File: src/hw/rtl/hchacha20_subkey_derive_core_assert.svh
// ----------------------------------------------------------------------------
// HChaCha20 subkey core assertion macros
// Concurrent assertion wrappers used by the core's built-in checks.
// ----------------------------------------------------------------------------
`ifndef HCHACHA20_SUBKEY_DERIVE_CORE_ASSERT_SVH
`define HCHACHA20_SUBKEY_DERIVE_CORE_ASSERT_SVH

// Condition in this cycle implies a consequence in the same cycle.
`define HCSD_ASSERT_NOW(label, clk, rst_n, pre, post) \
  label: assert property (@(posedge clk) disable iff (!(rst_n)) (pre) |-> (post)) \
    else $error("hcsd assertion failed");

// Condition in this cycle implies a consequence in the next cycle.
`define HCSD_ASSERT_NEXT(label, clk, rst_n, pre, post) \
  label: assert property (@(posedge clk) disable iff (!(rst_n)) (pre) |=> (post)) \
    else $error("hcsd assertion failed");

`endif

File: src/hw/rtl/hcsd_pkg.sv
// ----------------------------------------------------------------------------
// HChaCha20 subkey package
// Shared types, constants and the per-cell quarter-round step function.
// ----------------------------------------------------------------------------
package hcsd_pkg;

  // Number of ChaCha rounds (8 to 20); each round takes four cells
  localparam int unsigned ROUND_COUNT = 20;
  localparam int unsigned NUM_CELLS   = ROUND_COUNT * 4;

  localparam int unsigned KEY_REGS  = 4;
  localparam int unsigned ADDR_W    = 5;

  typedef logic [15:0][31:0]         state_t;
  typedef logic [KEY_REGS-1:0][63:0] key_t;

  // "expand 32-byte k"
  localparam logic [31:0] SIGMA_0 = 32'h6170_7865;
  localparam logic [31:0] SIGMA_1 = 32'h3320_646e;
  localparam logic [31:0] SIGMA_2 = 32'h7962_2d32;
  localparam logic [31:0] SIGMA_3 = 32'h6b20_6574;

  // Configuration register indexes (paddr[4:3])
  typedef enum logic [1:0] {
    REG_KEY_0 = 2'd0,
    REG_KEY_1 = 2'd1,
    REG_KEY_2 = 2'd2,
    REG_KEY_3 = 2'd3
  } reg_idx_e;

  // One quarter-round step: add, xor, rotate
  typedef enum logic [1:0] {
    STEP_AB16 = 2'd0,
    STEP_CD12 = 2'd1,
    STEP_AB8  = 2'd2,
    STEP_CD7  = 2'd3
  } step_e;

  // Apply one step to all four quarter rounds of a column or diagonal round
  function automatic state_t cell_step(state_t s, step_e step, logic diag);
    state_t     r;
    logic [1:0] kk;
    logic [3:0] ia, ib, ic, id;
    logic [31:0] x;
    r = s;
    for (int k = 0; k < 4; k++) begin
      kk = 2'(k);
      ia = {2'b00, kk};
      ib = {2'b01, diag ? kk + 2'd1 : kk};
      ic = {2'b10, diag ? kk + 2'd2 : kk};
      id = {2'b11, diag ? kk + 2'd3 : kk};
      case (step)
        STEP_AB16: begin
          r[ia] = r[ia] + r[ib];
          x     = r[id] ^ r[ia];
          r[id] = {x[15:0], x[31:16]};
        end
        STEP_CD12: begin
          r[ic] = r[ic] + r[id];
          x     = r[ib] ^ r[ic];
          r[ib] = {x[19:0], x[31:20]};
        end
        STEP_AB8: begin
          r[ia] = r[ia] + r[ib];
          x     = r[id] ^ r[ia];
          r[id] = {x[23:0], x[31:24]};
        end
        default: begin
          r[ic] = r[ic] + r[id];
          x     = r[ib] ^ r[ic];
          r[ib] = {x[24:0], x[31:25]};
        end
      endcase
    end
    return r;
  endfunction

endpackage

File: src/hw/rtl/hcsd_key_regs.sv
// ----------------------------------------------------------------------------
// HChaCha20 key register bank
// Four 64-bit key registers behind an APB-style port.
// ----------------------------------------------------------------------------
module hcsd_key_regs
  import hcsd_pkg::*;
(
  input  logic              clk_i,
  input  logic              rst_ni,
  input  logic              psel,
  input  logic              penable,
  input  logic              pwrite,
  input  logic [ADDR_W-1:0] paddr,
  input  logic [63:0]       pwdata,
  output logic [63:0]       prdata,
  output logic              pready,
  output key_t              key_o
);

  key_t     key_q;
  key_t     key_d;
  reg_idx_e idx;
  logic     wr_en;

  assign pready = 1'b1;
  assign idx    = reg_idx_e'(paddr[4:3]);
  assign wr_en  = psel && penable && pwrite && pready;

  // Write decode
  always_comb begin
    key_d = key_q;
    if (wr_en) begin
      unique case (idx)
        REG_KEY_0: key_d[0] = pwdata;
        REG_KEY_1: key_d[1] = pwdata;
        REG_KEY_2: key_d[2] = pwdata;
        REG_KEY_3: key_d[3] = pwdata;
      endcase
    end
  end

  always_ff @(posedge clk_i or negedge rst_ni) begin
    if (!rst_ni) begin
      key_q <= '0;
    end else begin
      key_q <= key_d;
    end
  end

  // Read mux
  always_comb begin
    unique case (idx)
      REG_KEY_0: prdata = key_q[0];
      REG_KEY_1: prdata = key_q[1];
      REG_KEY_2: prdata = key_q[2];
      REG_KEY_3: prdata = key_q[3];
    endcase
  end

  assign key_o = key_q;

endmodule

File: config.mk
export PLATFORM = sky130hd
export DESIGN_NAME = hcsd_key_regs
export DESIGN_NICKNAME = d
export VERILOG_FILES = /design/src/hw/rtl/hchacha20_subkey_derive_core_assert.svh /design/src/hw/rtl/hcsd_pkg.sv /design/src/hw/rtl/hcsd_key_regs.sv
export SDC_FILE = /design/constraint.sdc
export NUM_CORES = 1
export LEC_CHECK = 0
export BUFFER_PORTS_ARGS = -buffer_cell sky130_fd_sc_hd__clkbuf_2
export CORE_ASPECT_RATIO = 1.25
export CORE_UTILIZATION = 45
export CTS_CLUSTER_DIAMETER = 50
export DETAILED_ROUTE_END_ITERATION = 7
export PLACE_DENSITY = 0.82
export SLEW_MARGIN = 20
export SYNTH_ARGS = -nofsm -noshare
export SYNTH_HDL_FRONTEND = slang
export SYNTH_SLANG_ARGS = --single-unit
File: constraint.sdc
create_clock -name clk_i -period 1.85 [get_ports clk_i]
set_clock_uncertainty 0.15 [all_clocks]
set_input_delay 0.0925 -clock clk_i [delete_from_list [all_inputs] [get_ports clk_i]]
set_output_delay 0.0925 -clock clk_i [all_outputs]
set_load 0.05 [all_outputs]
==> flow_summary.toml <==
[finish]
layout-drive-gt1-share_pct = 68.5
stdcell_count = 1592
syn2layout_area_growth_pct = 51.5
multiInputGateArea_sq_mm = 0.00461
antenna-diode-count = 0
final_nets = 1319
seqCellArea_sq_mm = 0.00641
fillCellCount = 1503
largest_reg_flops = 256

[timing]
worst_slack_ps = -43.6
setup_viol = 12
relSlewSlack_pct = 61.2
whs_ps = 24.9
tightest_slew_ps = 582
hold_violations = 0
fmax_ghz = 0.528
final_max_slew_viol_count = 0
fin_crit_ps = 1890
rsz0062_at_grt = "yes"
fin_crit_sh_pct = 102

[clock_tree]
cts_tree = "done"
clock-root-buffer = "clkbuf_16"
cts.sinks = 256
clkLatencyLatePin_ps = 520
path_clk_slew_ps = 70
htree_levels = 1
numCtsBuffers = 25
clock_path_buffers = 3

[global_routing]
grt_overflow = 0
grt_pass1_vias = 9125
grt_max_degree = 67
antenna_found_initial = 0
grt_first_pass_wirelength_mm = 52.6
track_usage_pct = 27.2

[power_and_ir_drop]
swShare_pct = 44.7
pwr_density_cell_mw_per_mm2 = 1550
power_switching_mw = 11.8
seq_power_share_pct = 30.1
p_comb_share_pct = 50.3
ir_drop_v = 0.000915
clkPwrFrac_pct = 19.6
p_int_mw = 14.7
leakage_nw = 8.51

[setup_path]
r2r_cells = 3
cp_slowest_stage_delay_ps = 520
critPathCaptureType = "primary output"
cp-endpoint = "prdata[18]"
critPathKind = "flip-flop to primary output"
crit_fanout = 3
rrSetupSlack_ps = 570
rr_startpoint = "key_o[210]$_DFFE_PN0P_"
cp_cell_sequence = "mux4_2 > buf_8"
cp.required_ps = 1610
crit_arrival_ps = 1650
critPathSlowestCell = "mux4_2"
r2r-end = "key_o[210]$_DFFE_PN0P_"
crit_path_start_kind = "flip-flop"
crit_start = "key_o[146]$_DFFE_PN0P_"

[synth]
yosysMostFrequentCell = "dfrtp_1"
synth_area_leaders = "dfrtp_1 (57%), mux2_2 (13%), mux4_2 (13%)"
synth-seq-cells = 256
ys_top_cells_by_count = "dfrtp_1 (256), mux2_2 (130), mux2_1 (66), mux4_2 (64), mux2_4 (60)"
synth_edf_count = 0
synth_top_area_share_pct = 56.7
synthFlopType = "dfrtp_1"
synth_top_area_cell = "dfrtp_1"
yosysUniqueCellTypes = 17
ys_seq_area_share_pct = 56.7
yosys_warnings = 0
synth_fp_nets = 700
async_flop_share_pct = 100
syn-cell-area_sq_mm = 0.0113
syn_inst = 626
syn_avg_cell_area_sq_um = 18.1

[drt]
drt-vias-per-instance = 5.46
vias = 8695
drt-total-wl_mm = 37.1
drtIter0Drc = 373
post_drt_wl_per_cell_microns = 23.3
first_pass_iters = 4
drc = 0
ant_nets = 0

[floorplan]
num_rows = 64
chipHeight_microns = 179
io_pins = 395
die_w_microns = 144
initial_utilization_pct = 46.0
die-area_sq_mm = 0.0258
core_sq_mm = 0.0246

[place]
numPortBuffers = 390
place_inst = 1327
globalplace.congestion = 0.816
dp_hpwl_mm = 20.2

[status]
violations = "negative setup slack"
status = "finished with violations"

[hold_path]
min_path_type = "input port to flip-flop"

[job]
cap_violations = 0
[worst max-delay path, delay by kind of cell (launching register included)]
family | cells | cell delay, ps
buffers and inverters | 1 | 180
flip-flops | 1 | 430
multiplexers | 1 | 520
[cell usage in the layout, fill, tap and decap left out]
master / n
clkbuf_1: 6
clkinv_4: 1
buf_12: 14
nand3_1: 1
buf_8: 54
conb_1: 1
bufinv_16: 3
clkinv_2: 4
dlygate4sd3_1: 66
clkbuf_2: 323
buf_4: 166
or2_4: 1
clkbuf_8: 6
mux2_2: 130
clkinvlp_4: 2
clkbuf_16: 33
mux2_4: 60
or3_4: 1
nor2_4: 1
mux4_2: 64
dfrtp_1: 256
nor3_4: 1
nand4_1: 1
mux2_1: 66
inv_2: 1
[layout make-up]
type | count | area share [%]
sequential | 256 | 37.4
timing repair buffer | 634 | 28.4
multi-input combinational | 327 | 26.9
clock buffer | 34 | 4.03
tap | 330 | 2.41
clock inverter | 10 | 0.782
inverter | 1 | 0.0219
[worst min path at each step]
stage | from | endpoint | slack [ps] | depth (start not counted)
after floorplan | rst_ni | key_o[0]$_DFFE_PN0P_ | -350 | 0
after global placement | rst_ni | key_o[107]$_DFFE_PN0P_ | -60 | 1
after detailed placement | rst_ni | key_o[107]$_DFFE_PN0P_ | -50 | 1
after CTS | paddr[4] | key_o[71]$_DFFE_PN0P_ | 30 | 3
after global routing | paddr[4] | key_o[70]$_DFFE_PN0P_ | 50 | 3
final | paddr[4] | key_o[70]$_DFFE_PN0P_ | 20 | 3
[per-layer routing]
layer	track usage, %	vias to the layer above	part of all wire [%]
met4	12.9	0	4.5
met5	0	-	0
met1	31.2	4505	36
met2	48.9	461	54
met3	4.75	126	5.5
li1	-	3603	-
[cells by family (layout without fill, tap and decap cells)]
logic type,Yosys count,after routing,share of synthesized area [%]
buf+inv,43,679,2.60
mux,320,320,40.3
simple gates,6,6,0.410
other cells,1,1,0.0332
flops,256,256,56.7
[what timing repair did]
action                                  4_1_cts  5_1_grt
endpoints found under the setup margin       64       63
pin swaps                                     0        0
hold endpoints to repair                    512        0
setup buffers                                90       65
hold buffers                                 66        0
gates resized for setup                     136       53
[power by group through the flow]
stage	clock (mW)	combinational, mW	sequential, mW
CTS	5.25	12.4	7.89
detailed placement	0	10.6	8.13
finish	5.19	13.3	7.98
global placement	0	10.4	8.06
global route	5.47	13.7	8.09
floorplan	0	3.51	12.5
[per-stage QoR]
| stage | setup slack [ps] | setup TNS (ps) | total power, mW | utilization (%) | area [sq um] |
|---|---|---|---|---|---|
| global route | -67.2 | -1240 | 27.3 | 69.6 | 17100 |
| finish | -43.6 | -211 | 26.5 | 69.6 | 17100 |
| global placement | 123 | 0 | 18.5 | 55.9 | 13700 |
| floorplan | 229 | 0 | 16.0 | - | 11300 |
| detailed placement | 120 | 0 | 18.7 | 55.9 | 13700 |
| CTS | -24.6 | -165 | 25.5 | 67.4 | 16600 |
(Power assumes the default switching activity.)
